<file path="src/hdl/sdag_pkg.sv">
// Shared types and codes for the strided DMA address generator.
`timescale 1ns / 1ps

package sdag_pkg;

   localparam int CSR_ADDR_W = 3;
   localparam int CSR_DATA_W = 32;
   localparam int RAM_SIZE_W = 25;
   localparam logic [CSR_ADDR_W-1:0] CSR_RAM_SIZE = 3'd0;
   localparam logic [RAM_SIZE_W-1:0] RAM_SIZE_RESET = 25'd8388608;

   localparam logic [1:0] KIND_TO_LOCAL = 2'd0;
   localparam logic [1:0] KIND_TO_MAIN  = 2'd1;
   localparam logic [1:0] KIND_TICK     = 2'd2;

   localparam logic [2:0] STATUS_IDLE          = 3'd0;
   localparam logic [2:0] STATUS_BYTE          = 3'd1;
   localparam logic [2:0] STATUS_ACCEPTED      = 3'd2;
   localparam logic [2:0] STATUS_RAM_OVERFLOW  = 3'd3;
   localparam logic [2:0] STATUS_SEGMENT_CROSS = 3'd4;
   localparam logic [2:0] STATUS_BUSY_REFUSED  = 3'd5;

   localparam logic [21:0] SEGMENT_SIZE = 22'h1000;

   typedef struct packed {
      logic [1:0]  kind;
      logic [12:0] local_addr_word;
      logic [23:0] main_addr_word;
      logic [31:0] length_word;
   } req_type;

   typedef struct packed {
      logic [2:0]  status;
      logic [12:0] local_address;
      logic [23:0] main_address;
      logic        toward_main;
      logic        last_byte;
   } rsp_type;

   typedef struct packed {
      logic ram_overflow;
      logic segment_cross;
   } check_type;

endpackage

</file>
<file path="src/hdl/sdag_start_check.sv">
// Range checks of a start transfer against main memory size and the local segment.
`timescale 1ns / 1ps

module sdag_start_check (
   input  sdag_pkg::req_type   req,
   input  logic [24:0]         ram_size,
   output sdag_pkg::check_type check
);
   import sdag_pkg::*;

   logic [11:0] len;
   logic [12:0] len_p1;
   logic [8:0]  cnt_p1;
   logic [13:0] stride;
   logic [22:0] main_span;
   logic [24:0] main_end;
   logic [21:0] seg_span;
   logic [21:0] seg_end;

   always_comb begin
      len       = {req.length_word[11:3], 3'b111};
      len_p1    = {1'b0, len} + 13'd1;
      cnt_p1    = {1'b0, req.length_word[19:12]} + 9'd1;
      stride    = {1'b0, len_p1} + {2'b00, req.length_word[31:20]};
      main_span = {9'd0, stride} * {14'd0, cnt_p1};
      main_end  = {1'b0, req.main_addr_word[23:3], 3'b000} + {2'b00, main_span};
      seg_span  = len_p1 * cnt_p1;
      seg_end   = seg_span + {10'd0, req.local_addr_word[11:0]};
      check.ram_overflow  = main_end > ram_size;
      check.segment_cross = seg_end > SEGMENT_SIZE;
   end

endmodule

</file>
<file path="src/hdl/strided_dma_address_generator.sv">
// Top level of the strided DMA address generator.
`timescale 1ns / 1ps

// A start transfer (kind 0 or 1) is checked against ram_size and the 4 KB local
// segment and answered with accepted, ram overflow, segment cross or, while a
// transfer runs, busy refused. Each tick transfer (kind 2) then returns one
// byte address pair; the main address jumps by the skip after every row and
// the final byte carries last_byte. Every request gives exactly one response.
// Throughput is one transfer per cycle while rsp_stall does not hold the output;
// a request goes from request to response through an input register and a response
// register, with the range check (two small multiplies, five adds and two compares) between them.
// ram_size sits at byte address 0 of the register port and resets to 8 MB.

module strided_dma_address_generator (
   input  logic                 clock,
   input  logic                 reset,
   input  logic                 req_valid,
   output logic                 req_stall,
   input  sdag_pkg::req_type    req_data,
   output logic                 rsp_valid,
   input  logic                 rsp_stall,
   output sdag_pkg::rsp_type    rsp_data,
   input  logic                 psel,
   input  logic                 penable,
   input  logic                 pwrite,
   input  logic [2:0]           paddr,
   input  logic [31:0]          pwdata,
   output logic [31:0]          prdata,
   output logic                 pready
);
   import sdag_pkg::*;

   logic [RAM_SIZE_W-1:0] ram_size_ff;

   logic    in_valid_ff, in_valid_in;
   req_type in_data_ff;
   logic    rsp_valid_ff, rsp_valid_in;
   rsp_type rsp_data_ff, rsp_data_in;

   logic        busy_ff, busy_in;
   logic        direction_ff, direction_in;
   logic [12:0] local_pointer_ff, local_pointer_in;
   logic [23:0] main_pointer_ff, main_pointer_in;
   logic [11:0] bytes_left_ff, bytes_left_in;
   logic [7:0]  rows_left_ff, rows_left_in;
   logic [11:0] row_length_ff, row_length_in;
   logic [11:0] row_skip_ff, row_skip_in;

   logic      advance, take, fire;
   check_type check;
   logic [12:0] start_local;
   logic [23:0] start_main;
   logic [23:0] main_step;

   sdag_start_check u_check (
      .req      (in_data_ff),
      .ram_size (ram_size_ff),
      .check    (check)
   );

   assign pready = 1'b1;
   assign prdata = {{(CSR_DATA_W-RAM_SIZE_W){1'b0}}, ram_size_ff};

   always_ff @(posedge clock) begin
      if (reset) begin
         ram_size_ff <= RAM_SIZE_RESET;
      end else if (psel && penable && pwrite && paddr == CSR_RAM_SIZE) begin
         ram_size_ff <= pwdata[RAM_SIZE_W-1:0];
      end
   end

   assign advance   = !rsp_valid_ff || !rsp_stall;
   assign req_stall = in_valid_ff && !advance;
   assign take      = req_valid && !req_stall;
   assign fire      = in_valid_ff && advance;
   assign rsp_valid = rsp_valid_ff;
   assign rsp_data  = rsp_data_ff;

   assign in_valid_in  = take || (in_valid_ff && !advance);
   assign rsp_valid_in = fire || (rsp_valid_ff && rsp_stall);

   always_comb begin
      busy_in          = busy_ff;
      direction_in     = direction_ff;
      local_pointer_in = local_pointer_ff;
      main_pointer_in  = main_pointer_ff;
      bytes_left_in    = bytes_left_ff;
      rows_left_in     = rows_left_ff;
      row_length_in    = row_length_ff;
      row_skip_in      = row_skip_ff;
      rsp_data_in      = '0;
      rsp_data_in.status = STATUS_IDLE;
      start_local = {in_data_ff.local_addr_word[12:3], 3'b000};
      start_main  = {in_data_ff.main_addr_word[23:3], 3'b000};
      main_step   = main_pointer_ff + 24'd1;

      case (in_data_ff.kind)
         KIND_TO_LOCAL, KIND_TO_MAIN: begin
            if (busy_ff) begin
               rsp_data_in.status = STATUS_BUSY_REFUSED;
            end else if (check.ram_overflow) begin
               rsp_data_in.status = STATUS_RAM_OVERFLOW;
            end else if (check.segment_cross) begin
               rsp_data_in.status = STATUS_SEGMENT_CROSS;
            end else begin
               busy_in          = 1'b1;
               direction_in     = in_data_ff.kind[0];
               local_pointer_in = start_local;
               main_pointer_in  = start_main;
               row_length_in    = {in_data_ff.length_word[11:3], 3'b111};
               row_skip_in      = in_data_ff.length_word[31:20];
               bytes_left_in    = {in_data_ff.length_word[11:3], 3'b111};
               rows_left_in     = in_data_ff.length_word[19:12];
               rsp_data_in.status        = STATUS_ACCEPTED;
               rsp_data_in.local_address = start_local;
               rsp_data_in.main_address  = start_main;
               rsp_data_in.toward_main   = in_data_ff.kind[0];
            end
         end
         KIND_TICK: begin
            if (busy_ff) begin
               rsp_data_in.status        = STATUS_BYTE;
               rsp_data_in.local_address = local_pointer_ff;
               rsp_data_in.main_address  = main_pointer_ff;
               rsp_data_in.toward_main   = direction_ff;
               rsp_data_in.last_byte     = bytes_left_ff == 12'd0 && rows_left_ff == 8'd0;
               local_pointer_in = local_pointer_ff + 13'd1;
               if (bytes_left_ff != 12'd0) begin
                  main_pointer_in = main_step;
                  bytes_left_in   = bytes_left_ff - 12'd1;
               end else begin
                  main_pointer_in = main_step + {12'd0, row_skip_ff};
                  bytes_left_in   = row_length_ff;
                  if (rows_left_ff != 8'd0) begin
                     rows_left_in = rows_left_ff - 8'd1;
                  end else begin
                     busy_in = 1'b0;
                  end
               end
            end
         end
         default: begin
            rsp_data_in.status = STATUS_IDLE;
         end
      endcase
   end

   always_ff @(posedge clock) begin
      if (reset) begin
         in_valid_ff      <= 1'b0;
         rsp_valid_ff     <= 1'b0;
         busy_ff          <= 1'b0;
         direction_ff     <= 1'b0;
         local_pointer_ff <= '0;
         main_pointer_ff  <= '0;
         bytes_left_ff    <= '0;
         rows_left_ff     <= '0;
         row_length_ff    <= '0;
         row_skip_ff      <= '0;
      end else begin
         in_valid_ff  <= in_valid_in;
         rsp_valid_ff <= rsp_valid_in;
         if (fire) begin
            busy_ff          <= busy_in;
            direction_ff     <= direction_in;
            local_pointer_ff <= local_pointer_in;
            main_pointer_ff  <= main_pointer_in;
            bytes_left_ff    <= bytes_left_in;
            rows_left_ff     <= rows_left_in;
            row_length_ff    <= row_length_in;
            row_skip_ff      <= row_skip_in;
         end
      end
   end

   always_ff @(posedge clock) begin
      if (take) begin
         in_data_ff <= req_data;
      end
      if (fire) begin
         rsp_data_ff <= rsp_data_in;
      end
   end

endmodule

</file>
<file path="config.mk">
export PLATFORM = sky130hd
export DESIGN_NAME = strided_dma_address_generator
export DESIGN_NICKNAME = d
export VERILOG_FILES = /design/src/hdl/sdag_pkg.sv /design/src/hdl/sdag_start_check.sv /design/src/hdl/strided_dma_address_generator.sv
export SDC_FILE = /design/constraint.sdc
export NUM_CORES = 1
export LEC_CHECK = 0
export ABC_AREA = 1
export BUFFER_PORTS_ARGS = -buffer_cell sky130_fd_sc_hd__clkbuf_2
export CAP_MARGIN = 20
export CORE_UTILIZATION = 25
export DETAILED_ROUTE_END_ITERATION = 7
export PLACE_DENSITY = 0.47
export REMOVE_ABC_BUFFERS = 1
export SYNTH_ARGS = -nofsm -noshare
export SYNTH_HDL_FRONTEND = slang
export SYNTH_HIERARCHICAL = 1
export SYNTH_SLANG_ARGS = --single-unit
</file>
<file path="constraint.sdc">
create_clock -name clock -period 11.6 [get_ports clock]
set_input_delay 2.32 -clock clock [delete_from_list [all_inputs] [get_ports clock]]
set_output_delay 2.32 -clock clock [all_outputs]
set_load 0.03 [all_outputs]
</file>
==> results of run 1 <==
## layout make-up
cell class	instances	area [um2]
fill	8583	56100
multi-input combinational	1820	12600
sequential	215	5380
inverter	443	1670
tap	1050	1310
timing repair buffer	193	1040
clock buffer	28	679
clock inverter	21	238
## sequential cells by signal, summed over array words and instances (netlist names)
signal / cells
busy_ff: 1
bytes_left_ff: 12
direction_ff: 1
in_data_ff: 65
in_valid_ff: 1
local_pointer_ff: 13
main_pointer_ff: 24
ram_size_ff: 25
row_length_ff: 10
row_skip_ff: 12
rows_left_ff: 8
rsp_data: 42
rsp_valid: 1
## worst max-delay path, delay by kind of cell (launching register included)
family          cells  cell delay, ns
compound gates      1            0.18
buf+inv             5            0.94
flops               1            0.54
simple gates       25            4.14
fa+ha+maj           9            3.92
xor+xnor            2            0.42
## path summary, 6_finish.rpt
| check | startpoint | cells after the start | end | slack [ns] |
|---|---|---|---|---|
| worst min-delay path | row_length_ff[2] | 2 | row_length_ff[2] | 0.45 |
| worst max register to register | in_data_ff[3] | 42 | bytes_left_ff[9] | 1.34 |
| worst max-delay path | in_data_ff[3] | 42 | bytes_left_ff[9] | 1.34 |
| worst min register to register | row_length_ff[2] | 2 | row_length_ff[2] | 0.45 |
## cells in the final DEF (no fill, tap or decap), types with 7 or more instances in the layout
master	count
a21oi_1	106
nand2_1	516
fa_1	168
xnor2_1	18
clkbuf_2	168
nor2_4	11
a31oi_1	23
nand4_1	31
o21ai_1	12
o21ai_0	117
clkinv_2	7
inv_1	417
nor3_2	7
ha_1	163
xor2_1	43
clkbuf_16	27
edfxtp_1	107
nand2_2	9
nor3_1	16
nor2_1	311
a22oi_1	21
nand3_1	149
conb_1	8
inv_2	20
o211ai_1	11
nor2_2	13
dfxtp_1	108
nand3b_1	7
buf_4	24
## through the flow
step	worst slack [ns]	total power, mW	std cells	util
2_1_floorplan	0.264	5.10	2478	-
3_3_place_gp	1.47	6.46	3721	0.278
3_5_place_dp	1.42	6.48	3721	0.278
4_1_cts	1.39	7.40	3770	0.290
5_1_grt	0.753	8.25	3770	0.290
6_report	1.34	7.31	3770	0.290
## power groups by stage
stage	sequential [mW]	clock, mW	combinational (mW)
detailed placement	0.895	0	5.58
CTS	0.879	0.900	5.62
floorplan	0.900	0	4.20
global route	0.882	0.930	6.43
finish	0.878	0.874	5.56
global placement	0.895	0	5.56
## layer usage
metal / wire, um / GRT usage
met5: 83 / 0
met4: 994 / 0.0294
met3: 2810 / 0.0243
met2: 28500 / 0.249
met1: 28400 / 0.203
==> impl_metrics.py, run 1 <==
metrics = {
    "outcome": {
        "status": "finished, final reports clean",
    },
    "sta": {
        "fin_skew_ns": 0.0308,
        "period_minus_slack_ns": 10.26,
        "tightest_slew_ns": 1.04,
        "hold_viol": 0,
        "fin_setup_tns_ns": 0,
        "drv_slew": 0,
        "relSlewSlack": 0.304,
        "period_share": 0.885,
        "rsz0062_at_grt": "no",
        "holdWs_ns": 0.452,
        "setup_viol": 0,
        "timing.fmax_mhz": 97.4,
    },
    "clock_network": {
        "tritoncts": "yes",
        "cts.repair.resized": 0,
        "clk_pin_slew_ns": 0.06,
        "root_buffer": "clkbuf_16",
        "cts_num_sinks": 215,
        "clockBufferDepth": 3,
        "worstSkewPairLatency_ns": 0.57,
        "hold_buffers": 0,
        "postCtsSetupRepairBufs": 0,
        "cts_htree_levels": 1,
        "cts_made_buffers": 27,
    },
    "critical_path": {
        "slowest_delay_ns": 0.54,
        "worstSetupPathType": "reg2reg",
        "cp-start-kind": "register",
        "cpMaxStageDelayCell": "edfxtp_1",
        "worstPathMaxFanout": 38,
        "cp.arrival_ns": 10.73,
        "end_kind": "register",
        "crit_top_cell": "nand2_1",
        "cp.required_ns": 12.07,
    },
    "power_and_ir_drop": {
        "powerDensity_mw_per_mm2": 320,
        "ir_drop_mv": 0.357,
        "p_int_mw": 3.42,
        "swShare": 0.533,
        "clkPwrFrac": 0.120,
        "p_leak_nw": 10.6,
        "combPwrFrac": 0.760,
        "switching_power_mw": 3.89,
        "power_frac_seq": 0.120,
    },
    "finish": {
        "antenna_cells": 0,
        "fin_area_mm2": 0.0229,
        "final_layout_size_suffix_gt1_frac": 0.120,
        "fin_nets": 3144,
        "area_growth_pct": 14.8,
    },
    "place": {
        "place_hpwl_mm": 49.0,
        "gp_congestion": 0.906,
        "dpl_cell_area_mm2": 0.0220,
        "io_buffer_count": 168,
    },
    "floorplanning": {
        "pin_count": 190,
        "row_count": 103,
        "start_util": 0.252,
        "core-area_mm2": 0.0790,
        "die_h_um": 284,
        "die_area_mm2": 0.0809,
        "die_w_um": 284,
    },
    "logic_synthesis": {
        "synth_area_mm2": 0.0199,
        "ys.warnings.count": 6,
        "syn_inst": 2547,
        "syn_area_per_cell_um2": 7.83,
    },
    "hold_path": {
        "min_path_type": "reg2reg",
    },
    "global_route": {
        "grt_overflow": 0,
        "antenna_found_initial": 8,
        "track_usage": 0.150,
        "grt_max_degree": 66,
        "grt_pass1_vias": 16649,
        "grt_pass1_wl_mm": 95.5,
    },
    "routing": {
        "drc": 0,
        "drt_iter0_drc": 1070,
        "dr_total_vias": 16924,
        "drtPass1Iterations": 6,
        "vias_per_cell": 4.49,
        "antenna_left": 0,
        "wl_per_cell_um": 16.1,
        "drt-total-wl_mm": 60.8,
    },
    "flow_run": {
        "drv_cap": 0,
    },
}
Note: power is estimated with default switching activity, not from simulation.
==> inputs of run 2 (changes only) <==
Settings changed: BUFFER_PORTS_ARGS -buffer_cell sky130_fd_sc_hd__clkbuf_2 to -buffer_cell sky130_fd_sc_hd__buf_2.
==> run 2 against run 1 <==
  * Combinational power about the same
  * Via count decreased by 0.33%
  * Final cell count about the same
  * Largest cell class unchanged
  * Sequential power about the same
  * Sequential share of layout area about the same
  * Critical path depth increased by 2
  * Clock power increased by 0.8%
  * Die area unchanged
  * Core utilization about the same
  * Register-to-register slack improved by 0.17 ns
==> impl_metrics.py, run 2 (synthesis results as in run 1) <==
metrics = {
    "critical_path": {
        "crit_path_start": "in_data_ff[3]",
        "crit_path_end": "local_pointer_ff[8]",
        "cp.arrival_ns": 10.52,
        "cp.required_ns": 12.02,
        "end_kind": "register",
        "worstSetupPathType": "reg2reg",
        "cpMaxStageDelayCell": "fa_1",
        "r2r_start": "in_data_ff[3]",
        "slowest_delay_ns": 0.54,
        "worstPathMaxFanout": 18,
        "crit_top_cell": "nand2_1",
        "regToRegEndpoint": "local_pointer_ff[8]",
        "regToRegSetupSlack_ns": 1.50,
        "reg2reg_depth": 44,
        "cp-start-kind": "register",
    },
    "sta": {
        "hold_viol": 0,
        "tightest_slew_ns": 1.06,
        "setup_viol": 0,
        "timing.fmax_mhz": 99.0,
        "drv_slew": 0,
        "rsz0062_at_grt": "no",
        "period_share": 0.870,
        "holdWs_ns": 0.453,
        "relSlewSlack": 0.295,
        "fin_skew_ns": 0.0350,
        "period_minus_slack_ns": 10.10,
        "fin_setup_tns_ns": 0,
    },
    "finish": {
        "largest_register": "in_data_ff",
        "fin_area_mm2": 0.0229,
        "final_common_cell": "nand2_1",
        "largest_register_ffs": 65,
        "final_layout_size_suffix_gt1_frac": 0.120,
        "antenna_cells": 0,
        "final_cell_mix": "516 x nand2_1, 417 x inv_1, 311 x nor2_1, 168 x fa_1, 168 x buf_2",
        "fin_nets": 3147,
        "area_growth_pct": 14.8,
        "finalNonFillerCells": 3773,
    },
    "clock_network": {
        "cts.repair.resized": 0,
        "cts_htree_levels": 1,
        "root_buffer": "clkbuf_16",
        "hold_buffers": 0,
        "clockBufferDepth": 3,
        "worstSkewPairLatency_ns": 0.57,
        "postCtsSetupRepairBufs": 0,
        "cts_num_sinks": 215,
        "tritoncts": "yes",
        "cts_made_buffers": 26,
        "clk_pin_slew_ns": 0.06,
    },
    "routing": {
        "vias_per_cell": 4.47,
        "drt_iter0_drc": 1025,
        "dr_total_vias": 16868,
        "drtPass1Iterations": 5,
        "wl_per_cell_um": 16.1,
        "drc": 0,
        "drt-total-wl_mm": 60.6,
        "antenna_left": 0,
    },
    "floorplanning": {
        "start_util": 0.252,
        "row_count": 103,
        "die_h_um": 284,
        "pin_count": 190,
        "die_w_um": 284,
        "core-area_mm2": 0.0790,
        "die_area_mm2": 0.0809,
    },
    "place": {
        "gp_congestion": 0.889,
        "dpl_cell_area_mm2": 0.0220,
        "dp_cells": 3725,
        "place_hpwl_mm": 48.9,
        "io_buffer_count": 168,
    },
    "global_route": {
        "grt_pass1_wl_mm": 94.4,
        "antenna_found_initial": 7,
        "track_usage": 0.149,
        "grt_max_degree": 66,
        "grt_overflow": 0,
        "grt_pass1_vias": 16344,
    },
    "flow_run": {
        "drv_cap": 0,
    },
    "power_and_ir_drop": {
        "power_mw": 7.32,
        "ir_drop_mv": 0.461,
        "p_leak_nw": 10.6,
        "powerDensity_mw_per_mm2": 320,
    },
    "outcome": {
        "status": "finished, final reports clean",
    },
    "hold_path": {
        "min_from": "row_length_ff[2]",
        "min_path_type": "reg2reg",
    },
}
==> run 2: cell types whose count changed in the layout (fill, tap and decap cells not counted), sizes merged <==
cell and delta:
buf +172, clkbuf -167, clkinvlp -2, inv -2
bufinv +1, clkinv +1
==> run 2: cell type report <==
cell class	count	area (um2)
Fill cell	8601	56100
Multi-Input combinational cell	1820	12600
Sequential cell	215	5380
Inverter	443	1670
Tap cell	1050	1310
Timing Repair Buffer	197	1060
Clock buffer	29	683
Clock inverter	19	231
==> run 2: metrics by stage <==
step                       util  worst slack (ns)
after floorplan               -             0.264
after global placement    0.278              1.54
after detailed placement  0.278              1.51
after CTS                 0.290              1.47
after global routing      0.290             0.554
final                     0.290              1.50
==> run 2: worst min path at each step <==
stage | end | cells after the start | slack (ns)
global placement | row_length_ff[2] | 2 | 0.44
global route | row_length_ff[2] | 2 | 0.48
floorplan | row_length_ff[2] | 2 | 0.42
CTS | row_length_ff[2] | 2 | 0.45
finish | row_length_ff[2] | 2 | 0.45
detailed placement | row_length_ff[2] | 2 | 0.44
==> run 2: report_power, final <==
part	switching, mW	internal, mW	leakage [nW]	total, mW
Sequential	0.0377	0.840	1.90	0.878
Combinational	3.49	2.07	8.25	5.56
Clock	0.347	0.534	0.443	0.881
==> run 2: critical path: cells and delay by family (launching register included) <==
kind | cells | cell delay (ns)
and+or+nand+nor | 24 | 3.74
DFF | 1 | 0.52
buffers and inverters | 6 | 1.01
adders and majority gates | 9 | 3.89
AOI/OAI and AO/OA | 3 | 0.26
xor gates and xnor gates | 2 | 0.53
==> run 2: layer usage <==
| layer | routed length (um) | vias up | GRT usage |
|---|---|---|---|
| li1 | - | 8440 | - |
| met1 | 28300 | 8007 | 0.205 |
| met2 | 28000 | 336 | 0.245 |
| met3 | 2990 | 71 | 0.0213 |
| met4 | 1260 | 14 | 0.0349 |
| met5 | 81 | - | 0 |
